### config.mk
export PLATFORM = sky130hd
export DESIGN_NAME = dual_wheel_speed_pid
export DESIGN_NICKNAME = d
export VERILOG_FILES = /design/src/rtl/dwsp_pkg.sv /design/src/rtl/dual_wheel_speed_pid.sv /design/src/rtl/dwsp_smul.sv /design/src/rtl/dwsp_sdiv.sv
export SDC_FILE = /design/constraint.sdc
export NUM_CORES = 2
export LEC_CHECK = 0
export ABC_AREA = 1
export BUFFER_PORTS_ARGS = -buffer_cell sky130_fd_sc_hd__buf_4
export CORE_UTILIZATION = 45
export DETAILED_ROUTE_END_ITERATION = 8
export GPL_ROUTABILITY_DRIVEN = 0
export PLACE_DENSITY = 0.67
export SLEW_MARGIN = 20
export SYNTH_ARGS = -nofsm -noshare
export SYNTH_HDL_FRONTEND = slang
export SYNTH_SLANG_ARGS = --single-unit
### constraint.sdc
create_clock -name clk -period 14 [get_ports clk]
set_clock_uncertainty 0.05 [all_clocks]
set_input_delay 2.1 -clock clk [delete_from_list [all_inputs] [get_ports clk]]
set_output_delay 2.1 -clock clk [all_outputs]
set_load 0.02 [all_outputs]
### src/rtl/dwsp_pkg.sv
// Shared constants for the dual wheel speed PID block.
// Used by the top level, the serial multiplier, the serial divider and the checker.
package dwsp_pkg;

  // serial arithmetic units
  localparam int MUL_AW = 32;
  localparam int MUL_BW = 32;
  localparam int MUL_PW = 64;
  localparam int DIV_NW = 56;
  localparam int DIV_DW = 19;

  // configuration port
  localparam int CFG_IW = 3;
  localparam int CFG_DW = 16;

  localparam logic [CFG_IW-1:0] CFG_KP    = 3'd0;
  localparam logic [CFG_IW-1:0] CFG_KI    = 3'd1;
  localparam logic [CFG_IW-1:0] CFG_KD    = 3'd2;
  localparam logic [CFG_IW-1:0] CFG_FW    = 3'd3;
  localparam logic [CFG_IW-1:0] CFG_ILIM  = 3'd4;
  localparam logic [CFG_IW-1:0] CFG_FLOOR = 3'd5;
  localparam logic [CFG_IW-1:0] CFG_TMO   = 3'd6;
  localparam logic [CFG_IW-1:0] CFG_RAMP  = 3'd7;

  localparam logic [15:0] KP_RST    = 16'd4608;
  localparam logic [15:0] KI_RST    = 16'd1536;
  localparam logic [15:0] KD_RST    = 16'd31;
  localparam logic [8:0]  FW_RST    = 9'd102;
  localparam logic [11:0] ILIM_RST  = 12'd200;
  localparam logic [9:0]  FLOOR_RST = 10'd380;
  localparam logic [9:0]  TMO_RST   = 10'd50;
  localparam logic [9:0]  RAMP_RST  = 10'd5;

  // direction codes
  localparam logic [1:0] DIR_STOP = 2'd0;
  localparam logic [1:0] DIR_FWD  = 2'd1;
  localparam logic [1:0] DIR_REV  = 2'd2;

  // fixed-point scale factors
  localparam int TGT_K     = 3081;
  localparam int SPD_K     = 96000;
  localparam int PPR_L     = 10800;
  localparam int PPR_R     = 11330;
  localparam int BODY_V_K  = 6970;
  localparam int BODY_W_K  = 77446;
  localparam int DRV_DEN   = 409600;
  localparam int IDLE_MAX  = 2047;
  localparam int DUTY_MAX  = 1023;

endpackage

### src/rtl/dual_wheel_speed_pid.sv
// Dual wheel speed PID: top level with control sequencer and per-wheel state.
// Depends on dwsp_pkg, dwsp_smul and dwsp_sdiv.
//
// Usage:
//  Input channel (in_valid / in_stall): a beat with in_cmd = 0 loads the linear
//  and angular targets and clears the idle count; it makes no result. A beat
//  with in_cmd = 1 is a control tick carrying both encoder counts; it makes
//  exactly one result beat on the output channel. One shared bit-serial
//  multiplier does sixteen products per tick (fourteen when stopped), each
//  stepping through the bits of its constant or gain operand up to the highest
//  set bit; one 56-step restoring divider does four quotients per tick.
//  One tick is worked on at a time; in_stall is high while it runs.
//  Output channel (out_valid / out_stall): the result sits in an output
//  register. A tick that finishes while the previous result is still stalled
//  waits for that beat to go; a new input beat is taken once the finished
//  result is in the output register, even if it is still stalled.
//  Configuration (cfg_we / cfg_index / cfg_data): one register written per
//  cycle; only while the block is idle, which the user (not the block) ensures.
//  Reset (rst_n low, synchronous): registers go to their defaults, targets,
//  filters, integrators and encoder history clear, out_valid drops.
module dual_wheel_speed_pid (
  input  logic                          clk,
  input  logic                          rst_n,
  input  logic                          in_valid,
  output logic                          in_stall,
  input  logic                          in_cmd,
  input  logic signed [12:0]            in_lin_vel,
  input  logic signed [15:0]            in_ang_vel,
  input  logic signed [31:0]            in_count_left,
  input  logic signed [31:0]            in_count_right,
  output logic                          out_valid,
  input  logic                          out_stall,
  output logic [9:0]                    out_duty_left,
  output logic [1:0]                    out_dir_left,
  output logic [9:0]                    out_duty_right,
  output logic [1:0]                    out_dir_right,
  output logic signed [19:0]            out_speed_left,
  output logic signed [19:0]            out_speed_right,
  output logic signed [15:0]            out_body_speed,
  output logic signed [15:0]            out_body_turn,
  output logic                          out_stopped,
  input  logic                          cfg_we,
  input  logic [dwsp_pkg::CFG_IW-1:0]   cfg_index,
  input  logic [dwsp_pkg::CFG_DW-1:0]   cfg_data
);

  localparam int MAW = dwsp_pkg::MUL_AW;
  localparam int MBW = dwsp_pkg::MUL_BW;
  localparam int MPW = dwsp_pkg::MUL_PW;
  localparam int DNW = dwsp_pkg::DIV_NW;
  localparam int DDW = dwsp_pkg::DIV_DW;

  localparam logic [3:0] ST_IDLE = 4'd0;
  localparam logic [3:0] ST_RAMP = 4'd1;
  localparam logic [3:0] ST_TGT  = 4'd2;
  localparam logic [3:0] ST_CNT  = 4'd3;
  localparam logic [3:0] ST_SPD  = 4'd4;
  localparam logic [3:0] ST_FW   = 4'd5;
  localparam logic [3:0] ST_FO   = 4'd6;
  localparam logic [3:0] ST_ERR  = 4'd7;
  localparam logic [3:0] ST_KP   = 4'd8;
  localparam logic [3:0] ST_KI   = 4'd9;
  localparam logic [3:0] ST_KD   = 4'd10;
  localparam logic [3:0] ST_DRV  = 4'd11;
  localparam logic [3:0] ST_BV   = 4'd12;
  localparam logic [3:0] ST_BW   = 4'd13;
  localparam logic [3:0] ST_OUT  = 4'd14;

  function automatic logic [31:0] mag32(input logic signed [31:0] x);
    mag32 = x[31] ? 32'(-x) : 32'(x);
  endfunction

  function automatic logic signed [15:0] sat16(input logic neg, input logic [31:0] m);
    logic [31:0] nm;
    nm = -m;
    if (neg) sat16 = (m > 32'd32768) ? 16'sh8000 : nm[15:0];
    else     sat16 = (m > 32'd32767) ? 16'sh7fff : m[15:0];
  endfunction

  function automatic logic signed [19:0] sat20(input logic neg, input logic [DNW-1:0] m);
    logic [DNW-1:0] nm;
    nm = -m;
    if (neg) sat20 = (m > DNW'(524288)) ? 20'sh80000 : nm[19:0];
    else     sat20 = (m > DNW'(524287)) ? 20'sh7ffff : m[19:0];
  endfunction

  // configuration registers
  logic [15:0] kp_r, ki_r, kd_r;
  logic [8:0]  fw_r;
  logic [11:0] ilim_r;
  logic [9:0]  floor_r, tmo_r, ramp_r;

  // controller state
  logic [3:0]         state_r;
  logic               go_r;
  logic               wh_r;
  logic signed [12:0] tl_r, rl_r;
  logic signed [15:0] ta_r, ra_r;
  logic [10:0]        idle_r;
  logic [31:0]        cl_r, cr_r;
  logic [31:0]        pc_r [2];
  logic signed [19:0] fs_r [2];
  logic signed [23:0] is_r [2];
  logic signed [23:0] pe_r [2];

  // per-tick working registers
  logic               stop_r;
  logic signed [17:0] tgt_r;
  logic [DNW-1:0]     cntp_r;
  logic               dneg_r;
  logic signed [19:0] smp_r;
  logic signed [29:0] facc_r;
  logic signed [21:0] e_r;
  logic signed [23:0] s_r;
  logic signed [55:0] nacc_r;
  logic [9:0]         duty_s_r [2];
  logic [1:0]         dir_s_r [2];
  logic signed [15:0] bv_r, bw_r;

  // output register
  logic               out_valid_r;
  logic [9:0]         out_duty_l_r, out_duty_r_r;
  logic [1:0]         out_dir_l_r, out_dir_r_r;
  logic signed [19:0] out_spd_l_r, out_spd_r_r;
  logic signed [15:0] out_bv_r, out_bw_r;
  logic               out_stop_r;

  // combinational
  logic [31:0]        cnt_i, pc_i, diff;
  logic signed [19:0] f_i;
  logic signed [23:0] is_i, pe_i;
  logic [8:0]         w_eff, wc;
  logic signed [21:0] v_lin, v_ang, v_i;
  logic [10:0]        idle_inc;
  logic               stop_now;
  logic signed [13:0] dl, rsl, dcl;
  logic signed [16:0] da, rsa, dca;
  logic signed [21:0] e_n;
  logic signed [24:0] ssum, limp;
  logic [22:0]        lim;
  logic signed [23:0] s_n, de;
  logic [22:0]        kp100;
  logic [29:0]        kd10k;
  logic signed [20:0] fsum_b, fdif_b;
  logic [MAW-1:0]     mul_a;
  logic [MBW-1:0]     mul_b;
  logic               mul_neg, mul_start, mul_done;
  logic [MPW-1:0]     mul_p;
  logic [DNW-1:0]     div_n, div_q;
  logic [DDW-1:0]     div_d;
  logic               div_start, div_done;
  logic signed [63:0] prod_s;
  logic [63:0]        rnd16;
  logic [17:0]        t18;
  logic signed [29:0] fsum;
  logic [29:0]        fmag, frnd;
  logic signed [19:0] fnew;
  logic [10:0]        dsum;
  logic [9:0]         duty_n;
  logic [1:0]         dir_n;
  logic               is_mul, is_div, slot_free;

  assign cnt_i = wh_r ? cr_r : cl_r;
  assign pc_i  = pc_r[wh_r];
  assign f_i   = fs_r[wh_r];
  assign is_i  = is_r[wh_r];
  assign pe_i  = pe_r[wh_r];
  assign diff  = cnt_i - pc_i;

  assign w_eff = (fw_r > 9'd256) ? 9'd256 : fw_r;
  assign wc    = 9'd256 - w_eff;

  assign v_lin = $signed({{9{rl_r[12]}}, rl_r}) * 22'sd100;
  assign v_ang = $signed({{6{ra_r[15]}}, ra_r}) * 22'sd9;
  assign v_i   = wh_r ? (v_lin + v_ang) : (v_lin - v_ang);

  assign idle_inc = (idle_r == 11'(dwsp_pkg::IDLE_MAX)) ? idle_r : idle_r + 11'd1;
  assign stop_now = (idle_inc > {1'b0, tmo_r});

  // ramp limiter for both targets
  assign dl  = 14'(tl_r) - 14'(rl_r);
  assign rsl = $signed({4'b0, ramp_r});
  assign dcl = (dl > rsl) ? rsl : ((dl < -rsl) ? -rsl : dl);
  assign da  = 17'(ta_r) - 17'(ra_r);
  assign rsa = $signed({7'b0, ramp_r});
  assign dca = (da > rsa) ? rsa : ((da < -rsa) ? -rsa : da);

  // error and clamped integral
  assign e_n  = 22'(tgt_r) - 22'(f_i);
  assign ssum = 25'(is_i) + 25'(e_n);
  assign lim  = 23'(ilim_r) * 23'd1600;
  assign limp = $signed({2'b0, lim});
  assign s_n  = (ssum > limp) ? 24'(limp) : ((ssum < -limp) ? 24'(-limp) : 24'(ssum));
  assign de   = 24'(e_r) - pe_i;

  assign kp100 = 23'(kp_r) * 23'd100;
  assign kd10k = 30'(kd_r) * 30'd10000;

  assign fsum_b = 21'(fs_r[0]) + 21'(fs_r[1]);
  assign fdif_b = 21'(fs_r[1]) - 21'(fs_r[0]);

  assign is_mul = (state_r == ST_TGT) || (state_r == ST_CNT) || (state_r == ST_FW)
               || (state_r == ST_FO) || (state_r == ST_KP) || (state_r == ST_KI)
               || (state_r == ST_KD) || (state_r == ST_BV) || (state_r == ST_BW);
  assign is_div = (state_r == ST_SPD) || (state_r == ST_DRV);

  assign mul_start = is_mul && !go_r && !((state_r == ST_TGT) && stop_r);
  assign div_start = is_div && !go_r;

  always_comb begin
    mul_a   = '0;
    mul_b   = '0;
    mul_neg = 1'b0;
    case (state_r)
      ST_TGT: begin
        mul_a = mag32(32'(v_i)); mul_b = MBW'(dwsp_pkg::TGT_K); mul_neg = v_i[21];
      end
      ST_CNT: begin
        mul_a = mag32(diff); mul_b = MBW'(dwsp_pkg::SPD_K); mul_neg = diff[31];
      end
      ST_FW: begin
        mul_a = mag32(32'(smp_r)); mul_b = MBW'(w_eff); mul_neg = smp_r[19];
      end
      ST_FO: begin
        mul_a = mag32(32'(f_i)); mul_b = MBW'(wc); mul_neg = f_i[19];
      end
      ST_KP: begin
        mul_a = mag32(32'(e_r)); mul_b = MBW'(kp100); mul_neg = e_r[21];
      end
      ST_KI: begin
        mul_a = mag32(32'(s_r)); mul_b = MBW'(ki_r); mul_neg = s_r[23];
      end
      ST_KD: begin
        mul_a = mag32(32'(de)); mul_b = MBW'(kd10k); mul_neg = de[23];
      end
      ST_BV: begin
        mul_a = mag32(32'(fsum_b)); mul_b = MBW'(dwsp_pkg::BODY_V_K); mul_neg = fsum_b[20];
      end
      ST_BW: begin
        mul_a = mag32(32'(fdif_b)); mul_b = MBW'(dwsp_pkg::BODY_W_K); mul_neg = fdif_b[20];
      end
      default: begin
        mul_a   = '0;
        mul_b   = '0;
        mul_neg = 1'b0;
      end
    endcase
  end

  always_comb begin
    div_n = '0;
    div_d = '0;
    case (state_r)
      ST_SPD: begin
        // bias by half the divisor: round half away from zero on the magnitude
        div_n = wh_r ? cntp_r + DNW'(dwsp_pkg::PPR_R / 2) : cntp_r + DNW'(dwsp_pkg::PPR_L / 2);
        div_d = wh_r ? DDW'(dwsp_pkg::PPR_R) : DDW'(dwsp_pkg::PPR_L);
      end
      ST_DRV: begin
        div_n = nacc_r[55] ? DNW'(-nacc_r) : DNW'(nacc_r);
        div_d = DDW'(dwsp_pkg::DRV_DEN);
      end
      default: begin
        div_n = '0;
        div_d = '0;
      end
    endcase
  end

  dwsp_smul u_mul (
    .clk   (clk),
    .rst_n (rst_n),
    .start (mul_start),
    .a     (mul_a),
    .b     (mul_b),
    .done  (mul_done),
    .p     (mul_p)
  );

  dwsp_sdiv u_div (
    .clk   (clk),
    .rst_n (rst_n),
    .start (div_start),
    .n     (div_n),
    .d     (div_d),
    .done  (div_done),
    .q     (div_q)
  );

  assign prod_s = mul_neg ? -$signed(mul_p) : $signed(mul_p);
  assign rnd16  = mul_p + 64'd32768;
  assign t18    = {1'b0, rnd16[32:16]};

  // filter: round half away from zero on /256
  assign fsum = facc_r + prod_s[29:0];
  assign fmag = fsum[29] ? 30'(-fsum) : 30'(fsum);
  assign frnd = (fmag + 30'd128) >> 8;
  assign fnew = fsum[29] ? -$signed(frnd[19:0]) : $signed(frnd[19:0]);

  assign dsum   = {1'b0, div_q[9:0]} + {1'b0, floor_r};
  assign duty_n = (div_q == '0) ? 10'd0
                : (div_q > DNW'(dwsp_pkg::DUTY_MAX)) ? 10'(dwsp_pkg::DUTY_MAX)
                : (dsum > 11'(dwsp_pkg::DUTY_MAX)) ? 10'(dwsp_pkg::DUTY_MAX) : dsum[9:0];
  assign dir_n  = (nacc_r == '0) ? dwsp_pkg::DIR_STOP
                : (nacc_r[55] ? dwsp_pkg::DIR_REV : dwsp_pkg::DIR_FWD);

  assign slot_free = !out_valid_r || !out_stall;
  assign in_stall  = (state_r != ST_IDLE);

  always_ff @(posedge clk) begin
    if (!rst_n) begin
      kp_r        <= dwsp_pkg::KP_RST;
      ki_r        <= dwsp_pkg::KI_RST;
      kd_r        <= dwsp_pkg::KD_RST;
      fw_r        <= dwsp_pkg::FW_RST;
      ilim_r      <= dwsp_pkg::ILIM_RST;
      floor_r     <= dwsp_pkg::FLOOR_RST;
      tmo_r       <= dwsp_pkg::TMO_RST;
      ramp_r      <= dwsp_pkg::RAMP_RST;
      state_r     <= ST_IDLE;
      go_r        <= 1'b0;
      wh_r        <= 1'b0;
      tl_r        <= '0;
      ta_r        <= '0;
      rl_r        <= '0;
      ra_r        <= '0;
      idle_r      <= '0;
      pc_r[0]     <= '0;
      pc_r[1]     <= '0;
      fs_r[0]     <= '0;
      fs_r[1]     <= '0;
      is_r[0]     <= '0;
      is_r[1]     <= '0;
      pe_r[0]     <= '0;
      pe_r[1]     <= '0;
      stop_r      <= 1'b0;
      out_valid_r <= 1'b0;
    end else begin
      if (cfg_we) begin
        case (cfg_index)
          dwsp_pkg::CFG_KP:    kp_r    <= cfg_data;
          dwsp_pkg::CFG_KI:    ki_r    <= cfg_data;
          dwsp_pkg::CFG_KD:    kd_r    <= cfg_data;
          dwsp_pkg::CFG_FW:    fw_r    <= cfg_data[8:0];
          dwsp_pkg::CFG_ILIM:  ilim_r  <= cfg_data[11:0];
          dwsp_pkg::CFG_FLOOR: floor_r <= cfg_data[9:0];
          dwsp_pkg::CFG_TMO:   tmo_r   <= cfg_data[9:0];
          dwsp_pkg::CFG_RAMP:  ramp_r  <= cfg_data[9:0];
          default: ;
        endcase
      end

      // set when the sequencer hands over a result, clear once the beat is taken
      if ((state_r == ST_OUT) && slot_free) out_valid_r <= 1'b1;
      else if (out_valid_r && !out_stall) out_valid_r <= 1'b0;

      // shared handshake with the serial units: start on entry, advance on done
      if ((is_mul && !((state_r == ST_TGT) && stop_r)) || is_div) begin
        if (!go_r) go_r <= 1'b1;
        else if (mul_done || div_done) go_r <= 1'b0;
      end

      case (state_r)
        ST_IDLE: begin
          if (in_valid) begin
            if (!in_cmd) begin
              tl_r   <= in_lin_vel;
              ta_r   <= in_ang_vel;
              idle_r <= '0;
            end else begin
              cl_r    <= in_count_left;
              cr_r    <= in_count_right;
              state_r <= ST_RAMP;
            end
          end
        end
        ST_RAMP: begin
          idle_r <= idle_inc;
          stop_r <= stop_now;
          wh_r   <= 1'b0;
          if (stop_now) begin
            tl_r <= '0;
            ta_r <= '0;
            rl_r <= '0;
            ra_r <= '0;
          end else begin
            rl_r <= 13'(14'(rl_r) + dcl);
            ra_r <= 16'(17'(ra_r) + dca);
          end
          state_r <= ST_TGT;
        end
        ST_TGT: begin
          if (stop_r) begin
            tgt_r   <= '0;
            state_r <= ST_CNT;
          end else if (go_r && mul_done) begin
            tgt_r   <= mul_neg ? $signed(-t18) : $signed(t18);
            state_r <= ST_CNT;
          end
        end
        ST_CNT: begin
          if (go_r && mul_done) begin
            cntp_r     <= mul_p[DNW-1:0];
            dneg_r     <= mul_neg;
            pc_r[wh_r] <= cnt_i;
            state_r    <= ST_SPD;
          end
        end
        ST_SPD: begin
          if (go_r && div_done) begin
            smp_r   <= sat20(dneg_r, div_q);
            state_r <= ST_FW;
          end
        end
        ST_FW: begin
          if (go_r && mul_done) begin
            facc_r  <= prod_s[29:0];
            state_r <= ST_FO;
          end
        end
        ST_FO: begin
          if (go_r && mul_done) begin
            fs_r[wh_r] <= fnew;
            state_r    <= ST_ERR;
          end
        end
        ST_ERR: begin
          e_r        <= e_n;
          s_r        <= s_n;
          is_r[wh_r] <= s_n;
          nacc_r     <= '0;
          state_r    <= ST_KP;
        end
        ST_KP: begin
          if (go_r && mul_done) begin
            nacc_r  <= nacc_r + prod_s[55:0];
            state_r <= ST_KI;
          end
        end
        ST_KI: begin
          if (go_r && mul_done) begin
            nacc_r  <= nacc_r + prod_s[55:0];
            state_r <= ST_KD;
          end
        end
        ST_KD: begin
          if (go_r && mul_done) begin
            nacc_r     <= nacc_r + prod_s[55:0];
            pe_r[wh_r] <= 24'(e_r);
            state_r    <= ST_DRV;
          end
        end
        ST_DRV: begin
          if (go_r && div_done) begin
            duty_s_r[wh_r] <= duty_n;
            dir_s_r[wh_r]  <= dir_n;
            if (!wh_r) begin
              wh_r    <= 1'b1;
              state_r <= ST_TGT;
            end else begin
              state_r <= ST_BV;
            end
          end
        end
        ST_BV: begin
          if (go_r && mul_done) begin
            bv_r    <= sat16(mul_neg, rnd16[47:16]);
            state_r <= ST_BW;
          end
        end
        ST_BW: begin
          if (go_r && mul_done) begin
            bw_r    <= sat16(mul_neg, rnd16[47:16]);
            state_r <= ST_OUT;
          end
        end
        ST_OUT: begin
          if (slot_free) begin
            out_duty_l_r <= duty_s_r[0];
            out_dir_l_r  <= dir_s_r[0];
            out_duty_r_r <= duty_s_r[1];
            out_dir_r_r  <= dir_s_r[1];
            out_spd_l_r  <= fs_r[0];
            out_spd_r_r  <= fs_r[1];
            out_bv_r     <= bv_r;
            out_bw_r     <= bw_r;
            out_stop_r   <= stop_r;
            state_r      <= ST_IDLE;
          end
        end
        default: state_r <= ST_IDLE;
      endcase
    end
  end

  assign out_valid       = out_valid_r;
  assign out_duty_left   = out_duty_l_r;
  assign out_dir_left    = out_dir_l_r;
  assign out_duty_right  = out_duty_r_r;
  assign out_dir_right   = out_dir_r_r;
  assign out_speed_left  = out_spd_l_r;
  assign out_speed_right = out_spd_r_r;
  assign out_body_speed  = out_bv_r;
  assign out_body_turn   = out_bw_r;
  assign out_stopped     = out_stop_r;

endmodule

### src/rtl/dwsp_smul.sv
// Bit-serial shift-and-add multiplier, unsigned operands.
// Depends on dwsp_pkg for operand and product widths.
module dwsp_smul (
  input  logic                         clk,
  input  logic                         rst_n,
  input  logic                         start,
  input  logic [dwsp_pkg::MUL_AW-1:0]  a,
  input  logic [dwsp_pkg::MUL_BW-1:0]  b,
  output logic                         done,
  output logic [dwsp_pkg::MUL_PW-1:0]  p
);

  localparam int PW = dwsp_pkg::MUL_PW;

  logic [PW-1:0]                a_r;
  logic [dwsp_pkg::MUL_BW-1:0]  b_r;
  logic [PW-1:0]                p_r;
  logic                         run_r;
  logic                         done_r;

  // one multiplier bit per cycle; stops as soon as no set bits remain
  always_ff @(posedge clk) begin
    if (!rst_n) begin
      run_r  <= 1'b0;
      done_r <= 1'b0;
    end else begin
      done_r <= 1'b0;
      if (start) begin
        a_r   <= PW'(a);
        b_r   <= b;
        p_r   <= '0;
        run_r <= 1'b1;
      end else if (run_r) begin
        if (b_r == '0) begin
          run_r  <= 1'b0;
          done_r <= 1'b1;
        end else begin
          if (b_r[0]) p_r <= p_r + a_r;
          a_r <= a_r << 1;
          b_r <= b_r >> 1;
        end
      end
    end
  end

  assign done = done_r;
  assign p    = p_r;

endmodule

### src/rtl/dwsp_sdiv.sv
// Restoring divider, one quotient bit per cycle, unsigned operands.
// Depends on dwsp_pkg for dividend and divisor widths.
module dwsp_sdiv (
  input  logic                         clk,
  input  logic                         rst_n,
  input  logic                         start,
  input  logic [dwsp_pkg::DIV_NW-1:0]  n,
  input  logic [dwsp_pkg::DIV_DW-1:0]  d,
  output logic                         done,
  output logic [dwsp_pkg::DIV_NW-1:0]  q
);

  localparam int NW = dwsp_pkg::DIV_NW;
  localparam int DW = dwsp_pkg::DIV_DW;
  localparam int CW = $clog2(NW);

  logic [NW-1:0] q_r;
  logic [DW-1:0] rem_r;
  logic [DW-1:0] d_r;
  logic [CW-1:0] cnt_r;
  logic          run_r;
  logic          done_r;
  logic [DW:0]   r2;
  logic [DW:0]   rdif;
  logic          ge;

  assign r2   = {rem_r, q_r[NW-1]};
  assign rdif = r2 - {1'b0, d_r};
  assign ge   = (r2 >= {1'b0, d_r});

  always_ff @(posedge clk) begin
    if (!rst_n) begin
      run_r  <= 1'b0;
      done_r <= 1'b0;
      cnt_r  <= '0;
    end else begin
      done_r <= 1'b0;
      if (start) begin
        q_r   <= n;
        d_r   <= d;
        rem_r <= '0;
        cnt_r <= '0;
        run_r <= 1'b1;
      end else if (run_r) begin
        // remainder stays below the divisor, so DW bits hold it
        rem_r <= ge ? rdif[DW-1:0] : r2[DW-1:0];
        q_r   <= {q_r[NW-2:0], ge};
        cnt_r <= cnt_r + 1'b1;
        if (cnt_r == CW'(NW - 1)) begin
          run_r  <= 1'b0;
          done_r <= 1'b1;
        end
      end
    end
  end

  assign done = done_r;
  assign q    = q_r;

endmodule

=== Word level (Yosys, flattened, before mapping) ===
Memories as Yosys holds them, arrays and structs flattened. A register that Yosys moved wholly into a read port is not among the register bits.
Index checks and enable logic that the tools add are counted.

* Bitwise operators: 3
* Mux-type cells: 140
* Magnitude comparators: 15
* Reductions and logical operators: 73
* Multipliers: 5
* Eq/ne operators: 41
* Add/subtract/negate cells: 43

{| class="wikitable"
|+ Operators by type and width
! operator !! number
|-
| $mux W32 || 15
|-
| $mux W56 || 6
|-
| $mux W64 || 5
|-
| $pmux W32 S9 || 1
|-
| $pmux W30 S9 || 1
|-
| $pmux W56 S2 || 2
|-
| $mux W16 || 9
|-
| $add A56 B13 Y56 const B || 2
|-
| $logic_not A56 Y1 || 2
|-
| $neg A56 Y56 || 2
|-
| $mux W20 || 5
|-
| $mux W24 || 4
|-
| $neg A21 Y32 || 3
|-
| $mux W13 || 6
|-
| $add A64 B64 Y64 || 1
|-
| $mux W4 || 16
|-
| $neg A20 Y32 || 2
|-
| $neg A24 Y32 || 2
|-
| $pmux W4 S15 || 1
|-
| $add A56 B56 Y56 || 1
|-
| $gt A56 B10 Y1 const B || 1
|-
| $gt A56 B19 Y1 const B || 1
|-
| $gt A56 B20 Y1 const B || 1
|-
| $add A48 B16 Y48 const B || 1
|-
| other kinds (89) || 230
|}

* Memories kept: 6
* Flip-flop bits (word level): 835
* Word-level logic and storage cells: 373
* RAM bits: 224
* Output and inout bits: 99

{| class="wikitable"
|+ Memory list
! name !! words !! bits a word !! read ports !! clocked after Yosys merged registers in !! write ports !! line !! RTL
|-
| pc_r || 2 || 32 || 1 || 1 || 2 || dual_wheel_speed_pid.sv:101 || <nowiki>logic [31:0] pc_r [2];</nowiki>
|-
| is_r || 2 || 24 || 1 || 1 || 2 || dual_wheel_speed_pid.sv:103 || <nowiki>logic signed [23:0] is_r [2];</nowiki>
|-
| pe_r || 2 || 24 || 1 || 1 || 2 || dual_wheel_speed_pid.sv:104 || <nowiki>logic signed [23:0] pe_r [2];</nowiki>
|-
| fs_r || 2 || 20 || 3 || 1 || 2 || dual_wheel_speed_pid.sv:102 || <nowiki>logic signed [19:0] fs_r [2];</nowiki>
|-
| duty_s_r || 2 || 10 || 2 || 2 || 1 || dual_wheel_speed_pid.sv:116 || <nowiki>logic [9:0] duty_s_r [2];</nowiki>
|-
| dir_s_r || 2 || 2 || 2 || 2 || 1 || dual_wheel_speed_pid.sv:117 || <nowiki>logic [1:0] dir_s_r [2];</nowiki>
|}

=== Depth between registers and ports, before layout ===
* Depth after elaboration: 13
* Mapped depth: 75

=== By module ===
Synthesis repeated with hierarchy kept, for this count alone.

* Cell total of the unflattened synthesis: 11884
* Area total of the unflattened synthesis: 87754.2 um^2

{| class="wikitable"
|+ Modules (own cells, without submodules)
! module !! area each (um^2) !! cells an instance !! seq. area each (um^2) !! times used
|-
| dual_wheel_speed_pid || 70213.6 || 9444 || 22671.7 || 1
|-
| dwsp_smul || 12052.8 || 1793 || 4844.6 || 1
|-
| dwsp_sdiv || 5487.8 || 647 || 2982.9 || 1
|}

=== Worst setup path after synthesis ===
Ideal clock, no wire load.

* Path kind: in2reg
* Start: input rst_n
* End: register cl_r[0], enable pin
* Stages: 4
* Arrival: 8742 ps
* Path buffers: 2
* Path slack: 4564 ps
* Cell sequence: clkbuf_1 > inv_1 > clkbuf_1 > nor4_1

* Longest elaborated chain between the ends: 1

{| class="wikitable"
|+ Ends and longest elaborated chain
! element !! line !! RTL
|-
| from (decl) || dual_wheel_speed_pid.sv:23 || <nowiki>input logic rst_n,</nowiki>
|-
| $reduce_and A4 Y1 (no source line) || -- ||
|-
| to (signal assigned) || dual_wheel_speed_pid.sv:371 || <nowiki>cl_r <= in_count_left;</nowiki>
|-
| to (decl) || dual_wheel_speed_pid.sv:100 || <nowiki>logic [31:0] cl_r, cr_r;</nowiki>
|}

Every way passes these cells.
A chain may end at the register's enable or synchronous reset.

==> impl_metrics.env <==
export IMPL_status="finished, violations left"
export IMPL_failed_checks="DRC"
export IMPL_clock_path_buffers=3
export IMPL_io_buffers=216
export IMPL_die_y_um=429
export IMPL_hold_path_class="reg2reg"
export IMPL_cap_violations=0
export IMPL_num_vias=75166
export IMPL_grt_pass1_wl_um=396000
export IMPL_finalCritPeriodShare_pct=81.9
export IMPL_ys_seq_area_share_pct=36.0
export IMPL_fill_cells=17073
export IMPL_drt_pre_antenna_iters=9
export IMPL_r2r_setup_slack_ns=2.54
export IMPL_fmax_mhz=87.3
export IMPL_routed_wl_um=260000
export IMPL_vias_per_cell=5.69
export IMPL_cts_root_buf="clkbuf_16"
export IMPL_final_cell_mix="nand2_1, inv_1, nor2_1"
export IMPL_drive_gt1_share_pct=6.23
export IMPL_cts_setup_buffers=0
export IMPL_synth_cells=10582
export IMPL_grt_max_degree=94
export IMPL_grt_use_met1_pct=36.1
export IMPL_reg2reg_from="rl_r[4]"
export IMPL_crit_path_frequent_cell="nand2_1"
export IMPL_grtUsageTotal_pct=27.3
export IMPL_drc=1
export IMPL_nets=11674
export IMPL_grt_ovfl_total=0
export IMPL_synth_area_leader_cell="edfxtp_1"
export IMPL_async_flop_share_pct=0
export IMPL_die_area_um2=184000
export IMPL_ant_nets=0
export IMPL_reg2reg_to="fs_r[0][14]"
export IMPL_cts_hold_buf=0
export IMPL_yosysWarningCount=0
export IMPL_io_pins=217
export IMPL_worst_pin_slew_ns=1.23
export IMPL_rsz0062_at_grt="no"
export IMPL_cts_sinks=1045
export IMPL_worst_r2r_path_depth=61
export IMPL_antenna_found_initial=7
export IMPL_syn2layout_area_growth_pct=9.89
export IMPL_crit_end="fs_r[0][14]"
export IMPL_crit_required_ns=14.44
export IMPL_arrival_ns=11.90
export IMPL_htree_levels=3
export IMPL_coreArea_um2=181000
export IMPL_peakVddDrop_mv=0.243
export IMPL_syn_avg_cell_area_um2=7.75
export IMPL_ys_ff_latch=1045
export IMPL_start_util_pct=45.3
export IMPL_chipWidth_um=429
export IMPL_drtIter0Drc=8505
export IMPL_startpoint="rl_r[4]"
export IMPL_clock_latency_ns=0.79
export IMPL_period_minus_slack_ns=11.46
export IMPL_synth_top_flop_cell="edfxtp_1"
export IMPL_crit_fanout=50
export IMPL_slew_headroom_pct=17.3
export IMPL_powerDensity_nw_per_um2=236
export IMPL_synth_top_area_share_pct=31.4
export IMPL_yosys_cell_types_count=79
export IMPL_busiest_layer="met2"
export IMPL_dp_hpwl_um=203000
export IMPL_slew_viol_final=0
export IMPL_synthTopCellsByArea="edfxtp_1, ha_1, nand2_1, inv_1, a21oi_1"
export IMPL_finalInstanceArea_um2=90100
export IMPL_syn_nets=11528
export IMPL_crit_path_start_kind="register"
export IMPL_synth_area_um2=82000
export IMPL_wl_per_cell_um=19.7
export IMPL_critPathMaxStageDelay_ns=0.50
export IMPL_worstSetupPathType="reg2reg"
export IMPL_tns_ns=0
export IMPL_placementRows=156
export IMPL_cts_tree="built"
export IMPL_cts_buffers_inserted=116
export IMPL_grt_pass1_vias=69942
export IMPL_crit_path_top_delay_cell="buf_4"
export IMPL_grtUsageMet3_pct=5.33
export IMPL_postPlaceCellArea_um2=86200
export IMPL_grtUsageMet2_pct=43.2
export IMPL_cts_resized=0
export IMPL_min_from="duty_s_r[1][2]"
export IMPL_end_kind="register"
export IMPL_final_common_cell="nand2_1"
export IMPL_path_clk_slew_ns=0.07
export IMPL_synth_edf_count=858
export IMPL_p_leak_uw=0.0402
export IMPL_hold_violations=0
export IMPL_setup_viol=0
==> through the flow <==
stage	cells	setup slack (ns)	util, %	total power (uW)	hold slack, ns
after floorplan	10582	4.56	-	14300	0.350
after global placement	12980	3.03	47.7	17500	0.351
after detailed placement	12980	2.82	47.7	17800	0.355
after CTS	13200	2.74	49.8	21000	0.365
after global routing	13200	1.53	49.8	23000	0.369
final	13201	2.54	49.8	21300	0.363
==> Yosys cell counts (9+ instances only) <==
| master | number |
|---|---|
| buf_1 | 23 |
| o211ai_1 | 81 |
| inv_2 | 14 |
| clkinv_1 | 14 |
| nor2_2 | 19 |
| a21boi_0 | 19 |
| nand3b_1 | 25 |
| o21a_1 | 58 |
| or2_2 | 43 |
| buf_2 | 17 |
| o22ai_1 | 14 |
| xor2_1 | 324 |
| nor3b_1 | 10 |
| a21o_1 | 22 |
| nor2_1 | 1111 |
| o221ai_1 | 24 |
| mux2i_1 | 52 |
| xnor2_1 | 78 |
| nor4_1 | 88 |
| mux2_2 | 25 |
| edfxtp_1 | 858 |
| ha_1 | 748 |
| clkbuf_1 | 208 |
| nand2_2 | 38 |
| nor3_1 | 212 |
| fa_1 | 80 |
| a31oi_1 | 104 |
| dfxtp_1 | 187 |
| nand2_1 | 1816 |
| o21bai_1 | 58 |
| a211oi_1 | 21 |
| o31ai_1 | 29 |
| a22oi_1 | 9 |
| o2111ai_1 | 26 |
| inv_1 | 1646 |
| nand3_1 | 479 |
| o21ai_1 | 24 |
| a21oi_1 | 991 |
| nand4_1 | 97 |
| o21ai_0 | 745 |
==> worst max-delay path: cells and delay by family (launching register included) <==
kind | cells | cell delay [ns]
buffers and inverters | 8 | 1.44
XOR/XNOR | 3 | 0.62
AND/OR/NAND/NOR | 30 | 4.08
adder cells (fa/ha/maj) | 8 | 2.58
AO/OA/AOI/OAI | 12 | 1.89
flip-flops | 1 | 0.46
==> final cells by class <==
class                           count  area, um^2  share of cell area, %
Multi-Input combinational cell   7606       45300                   50.3
Sequential cell                  1045       29500                   32.7
Inverter                         1674        6280                   6.97
Clock buffer                      142        3060                   3.40
Tap cell                         2370        2970                   3.29
Timing Repair Buffer              285        2150                   2.39
Clock inverter                     78         850                  0.943
Antenna cell                        1        2.50                0.00278
==> layer usage <==
metal / share of wire, % / vias to the layer above
met4: 4.9 / 6
met3: 9.6 / 663
met5: 0.012 / -
met2: 44 / 3496
li1: - / 36086
met1: 41 / 34915
==> worst min path at each step <==
stage                              endpoint  slack (ns)  cells past startpoint
after detailed placement  out_body_speed[0]        0.35                      0
final                     out_duty_right[2]        0.36                      0
after global placement    out_duty_right[7]        0.35                      0
after global routing      out_duty_right[2]        0.37                      0
after CTS                  out_body_turn[7]        0.36                      0
after floorplan           out_body_speed[0]        0.35                      0
==> flip-flops by register name, indices dropped and copies added, names as in the netlist, 18 cells and up, named ones only <==
| name | flops |
|---|---|
| smp_r | 20 |
| nacc_r | 56 |
| pc_r | 64 |
| facc_r | 30 |
| out_speed_right | 20 |
| is_r | 48 |
| u_div.rem_r | 19 |
| s_r | 24 |
| duty_s_r | 20 |
| u_div.q | 56 |
| pe_r | 42 |
| u_mul.b_r | 30 |
| tgt_r | 18 |
| u_mul.p | 56 |
| out_speed_left | 20 |
| cl_r | 32 |
| fs_r | 40 |
| u_mul.a_r | 56 |
| e_r | 21 |
| cntp_r | 56 |
| cr_r | 32 |
==> cell families (layout without fill, tap and decap cells) <==
| family | Yosys count | count (layout) | share of synthesized area [%] |
|---|---|---|---|
| compound gates | 2311 | 2311 | 15.8 |
| xor+xnor | 404 | 404 | 4.33 |
| fa+ha+maj | 828 | 828 | 13.4 |
| buf+inv | 1931 | 2179 | 8.92 |
| flops | 1045 | 1045 | 36.0 |
| mux | 77 | 77 | 0.978 |
| other cells | 0 | 1 | 0 |
| simple gates | 3986 | 3986 | 20.6 |
==> report_power, final <==
group          switching (uW)  internal, uW
logic                    9470          4200
registers                 435          4010
clock network            1390          1790
Power figures use the tool's default switching activity.
